## src/sv/nps_pkg.sv

```systemverilog
// ----------------------------------------------------------------------------
// nps_pkg
// shared types and constants of the nearest point search unit
// ----------------------------------------------------------------------------
package nps_pkg;

    localparam int MAX_POINTS = 256;
    localparam int COORD_BITS = 16;
    localparam int IDX_BITS   = $clog2(MAX_POINTS);
    localparam int CNT_BITS   = $clog2(MAX_POINTS + 1);
    localparam int SQ_BITS    = 2 * COORD_BITS;
    localparam int DIST_BITS  = SQ_BITS + 1;

    localparam int Q_DEPTH    = 4;
    localparam int Q_PTR_BITS = $clog2(Q_DEPTH);
    localparam int Q_CNT_BITS = $clog2(Q_DEPTH + 1);

    localparam logic [1:0] KIND_CLEAR = 2'd0;
    localparam logic [1:0] KIND_LOAD  = 2'd1;
    localparam logic [1:0] KIND_QUERY = 2'd2;
    localparam logic [1:0] KIND_NONE  = 2'd3;

    typedef struct packed {
        logic [1:0]                   op;
        logic signed [COORD_BITS-1:0] x;
        logic signed [COORD_BITS-1:0] y;
    } t_cmd;

endpackage

```

## src/sv/nps_front.sv

```systemverilog
// ----------------------------------------------------------------------------
// nps_front
// accepts input words, drops unused kinds and queues commands for the back end
// ----------------------------------------------------------------------------
module nps_front
    import nps_pkg::*;
(
    input  logic                  i_clk,
    input  logic                  i_rst_n,
    input  logic                  s_axis_tvalid,
    output logic                  s_axis_tready,
    input  logic [SQ_BITS-1:0]    s_axis_tdata,
    input  logic [1:0]            s_axis_tuser,
    output logic                  o_cmd_valid,
    input  logic                  i_cmd_ready,
    output t_cmd                  o_cmd
);

    t_cmd                  r_q [Q_DEPTH];
    logic [Q_PTR_BITS-1:0] r_wr_ptr, n_wr_ptr;
    logic [Q_PTR_BITS-1:0] r_rd_ptr, n_rd_ptr;
    logic [Q_CNT_BITS-1:0] r_cnt, n_cnt;
    logic                  w_push;
    logic                  w_pop;
    t_cmd                  w_new;

    assign s_axis_tready = (r_cnt != Q_CNT_BITS'(Q_DEPTH));
    assign w_new.op      = s_axis_tuser;
    assign w_new.x       = s_axis_tdata[COORD_BITS-1:0];
    assign w_new.y       = s_axis_tdata[SQ_BITS-1:COORD_BITS];
    assign w_push        = s_axis_tvalid && s_axis_tready && (s_axis_tuser != KIND_NONE);
    assign o_cmd_valid   = (r_cnt != '0);
    assign w_pop         = o_cmd_valid && i_cmd_ready;
    assign o_cmd         = r_q[r_rd_ptr];

    always_comb begin
        n_wr_ptr = w_push ? r_wr_ptr + 1'b1 : r_wr_ptr;
        n_rd_ptr = w_pop  ? r_rd_ptr + 1'b1 : r_rd_ptr;
        n_cnt    = r_cnt + Q_CNT_BITS'(w_push) - Q_CNT_BITS'(w_pop);
    end

    always_ff @(posedge i_clk) begin
        if (!i_rst_n) begin
            r_wr_ptr <= '0;
            r_rd_ptr <= '0;
            r_cnt    <= '0;
        end else begin
            r_wr_ptr <= n_wr_ptr;
            r_rd_ptr <= n_rd_ptr;
            r_cnt    <= n_cnt;
        end
    end

    always_ff @(posedge i_clk) begin
        if (w_push) begin
            r_q[r_wr_ptr] <= w_new;
        end
    end

endmodule

```

## config.mk

```make
export PLATFORM = sky130hd
export DESIGN_NAME = nps_front
export DESIGN_NICKNAME = d
export VERILOG_FILES = /design/src/sv/nps_pkg.sv /design/src/sv/nps_front.sv
export SDC_FILE = /design/constraint.sdc
export NUM_CORES = 1
export LEC_CHECK = 0
export ABC_AREA = 1
export BUFFER_PORTS_ARGS = -buffer_cell sky130_fd_sc_hd__buf_2
export CAP_MARGIN = 20
export CORE_MARGIN = 3
export CORE_UTILIZATION = 40
export CTS_CLUSTER_SIZE = 10
export DETAILED_ROUTE_END_ITERATION = 16
export GPL_ROUTABILITY_DRIVEN = 0
export HOLD_SLACK_MARGIN = 0.1
export PLACE_DENSITY = 0.66
export SYNTH_ARGS = -nofsm -noshare
export SYNTH_HDL_FRONTEND = slang
export SYNTH_SLANG_ARGS = --single-unit
```

## constraint.sdc

```tcl
create_clock -name i_clk -period 3.2 [get_ports i_clk]
set_input_delay 0.64 -clock i_clk [delete_from_list [all_inputs] [get_ports i_clk]]
set_output_delay 0.64 -clock i_clk [all_outputs]
set_load 0.1 [all_outputs]
```

==> flow_metrics.py <==
metrics = {
    "worst_setup_path": {
        "r2r_slack_ns": 1.18,
        "slowest_delay_ns": 0.49,
        "critPathRequiredTime_ns": 2.56,
        "worstPathCellList": "inv_6, o21ai_0, o22ai_1, buf_2",
        "critPathKind": "reg2out",
        "end_kind": "output port",
        "cp_slowest_cell": "buf_2",
        "worstSetupStartpointType": "flop",
        "crit_family": "buffers and inverters",
        "path_max_fanout": 68,
        "crit_buf_inv": 2,
        "crit_arrival_ns": 2.25,
    },
    "synth": {
        "synth_common_cells": "edfxtp_1 (136), nor2_1 (63), o21ai_0 (63), nor2_2 (20), o22ai_2 (20)",
        "synth_nets": 444,
        "postSynthCellCount": 399,
        "syn_area_um2": 5730,
        "avgSynthCellArea_um2": 14.4,
        "synth-adder-area-share_pct": 1.66,
        "yosys.area.top_type_share_pct": 71.2,
        "synth-main-ff-cell": "edfxtp_1",
        "seq_area_frac_synth_pct": 74.4,
        "synthArstFlopShare_pct": 0,
        "synth.area.top_cells": "edfxtp_1 (71%), o21ai_0 (5.5%), o22ai_2 (4.4%)",
        "synth_top_area_cell": "edfxtp_1",
        "yosysMostFrequentCell": "edfxtp_1",
        "ys_ff_latch": 145,
        "synth_edf_count": 136,
        "synth_top_family_by_area": "compound AO/OA/AOI/OAI gates",
        "synth_compound_area_share_pct": 12.0,
        "ys_warn_count": 0,
        "synthDistinctLibCells": 22,
        "synth_xor_area_share_pct": 0,
        "yosys.area_share.simple_pct": 7.77,
        "muxShareOfSynthArea_pct": 0,
    },
    "clocking": {
        "cts_tree": "yes",
        "cts_hold_buf": 0,
        "cts.path.max_buffers": 2,
        "cts-buffers-inserted": 17,
        "cts_resized": 0,
        "cts_num_sinks": 145,
        "clock_latency_ns": 0.41,
        "postCtsSetupBuffers": 0,
        "path_clk_slew_ns": 0.06,
        "cts_root_buf": "clkbuf_16",
        "htree_num_levels": 4,
    },
    "floorplanning": {
        "coreArea_um2": 13900,
        "die_x_um": 126,
        "die-area_um2": 15800,
        "dieHeight_um": 126,
        "rows": 43,
        "initial_core_util_pct": 41.1,
        "num_io_pins": 74,
    },
    "global_route": {
        "grt_pass1_vias": 3412,
        "overflow": 0,
        "antenna_found_initial": 3,
        "grt_usage_pct": 14.7,
        "grt_pass1_wl_um": 17900,
        "grt_max_degree": 69,
    },
    "pwr": {
        "clkPwrFrac_pct": 25.4,
        "power_uw": 6620,
        "p_seq_share_pct": 35.2,
        "combPwrFrac_pct": 39.4,
        "intPower_uw": 3660,
        "sw_frac_of_total_pct": 44.7,
        "p_switching_uw": 2960,
        "p_leak_uw": 0.00241,
        "vdd_drop_max_uv": 474,
        "powerDensity_nw_per_um2": 975,
    },
    "flow_run": {
        "drv_cap": 0,
    },
    "finish": {
        "design_area_um2": 6790,
        "area_delta_synth_final_pct": 18.4,
        "layout-drive-gt1-share_pct": 32.1,
        "final_cells": 673,
        "nets": 524,
        "fill_cells": 1210,
        "utilization_pct": 48.7,
    },
    "timing": {
        "setup_viol": 0,
        "final.period_utilization_pct": 90.2,
        "fmax_mhz": 346,
        "finalCriticalPeriod_ns": 2.89,
        "finalClockSkew_ns": 0.00817,
        "maxSlewViolCount": 0,
        "rsz0062_at_grt": "false",
        "fin_tns_setup_ns": 0,
        "hold_violations": 0,
        "relSlewSlack_pct": 56.7,
        "tightest_slew_ns": 0.649,
    },
    "outcome": {
        "outcome": "finished clean",
    },
    "detailed_routing": {
        "drt-initial-drc-count": 197,
        "wl_per_cell_um": 16.8,
        "antenna_left": 0,
        "vias_per_cell": 5.00,
        "drt-total-wl_um": 11300,
        "route.detailed.drc": 0,
        "via_count": 3367,
        "drtPass1Iterations": 6,
    },
    "placed_design": {
        "place_hpwl_um": 6790,
        "portBuffers": 73,
        "placed_cells": 640,
        "place_area_um2": 6280,
    },
    "worst_hold_path": {
        "min_path_type": "in2reg",
    },
}
per-stage QoR:
stage / hold slack (ns) / setup slack, ns
2_1_floorplan: 0.460 / -0.0829
3_5_place_dp: 0.490 / 0.747
4_1_cts: 0.423 / 0.297
6_report: 0.436 / 0.313
3_3_place_gp: 0.483 / 0.811
5_1_grt: 0.425 / 0.166
path summary, 6_finish.rpt:
kind / startpoint / end / cells after the start
hold / removal: s_axis_tdata[22] / r_q[3][6] / 1
setup reg to reg: r_cnt[1] / r_cnt[2] / 10
hold reg to reg: r_rd_ptr[1] / r_rd_ptr[1] / 2
setup / recovery: flop / o_cmd[30] / 4
power groups by stage:
stage | sequential [uW] | clock (uW) | combinational, uW
finish | 2330 | 1680 | 2610
global route | 2350 | 1800 | 2740
CTS | 2330 | 1720 | 2630
detailed placement | 2370 | 0 | 2630
global placement | 2360 | 0 | 2610
floorplan | 2340 | 0 | 2250
final cells by class:
cell class              instances  area (um2)  share of cell area, %
inverters                      18        72.6                   1.07
multi-input cells             215        1260                   18.5
clock inverters                12        70.1                   1.03
well taps                     180         225                   3.32
diodes                          1        2.50                 0.0369
flip-flops and latches        145        4270                   62.8
clock buffers                  20         437                   6.43
repair buffers                 82         458                   6.75
layer usage:
metal  part of all wire, %  track usage (%)  up-vias
li1                      -                -     1622
met1                    44             18.5     1624
met2                    49             23.8      101
met3                   5.9             4.75       16
met4                   1.4             5.68        4
met5                  0.19                0        -
cell families (layout without fill, tap and decap cells):
group,count (synthesis),in the layout
other,0,1
and+or+nand+nor,104,104
DFF,145,145
buffers and inverters,39,132
adders and majority gates,7,7
AOI/OAI and AO/OA,104,104
state kept, by name (all words and copies together) (netlist names), named ones only:
register	count
r_q	136
r_wr_ptr	2
r_cnt	3
r_rd_ptr	2
placed cells by master, fill, tap and decap left out:
cell type	n
o22ai_2	20
dfxtp_1	8
o22ai_1	14
edfxtp_1	136
clkinvlp_4	3
nand2_1	18
nor2_1	59
inv_6	1
buf_2	73
diode_2	1
inv_2	1
a21oi_1	2
nor2_4	4
nand3_1	2
buf_4	7
nor2_2	20
nand2_2	1
fa_1	1
inv_1	16
clkbuf_16	17
ha_1	6
clkbuf_1	3
clkinv_4	1
clkinv_1	1
buf_12	2
o21ai_1	5
clkinv_2	7
o21ai_0	63
dfxtp_2	1
Power figures use the tool's default switching activity.
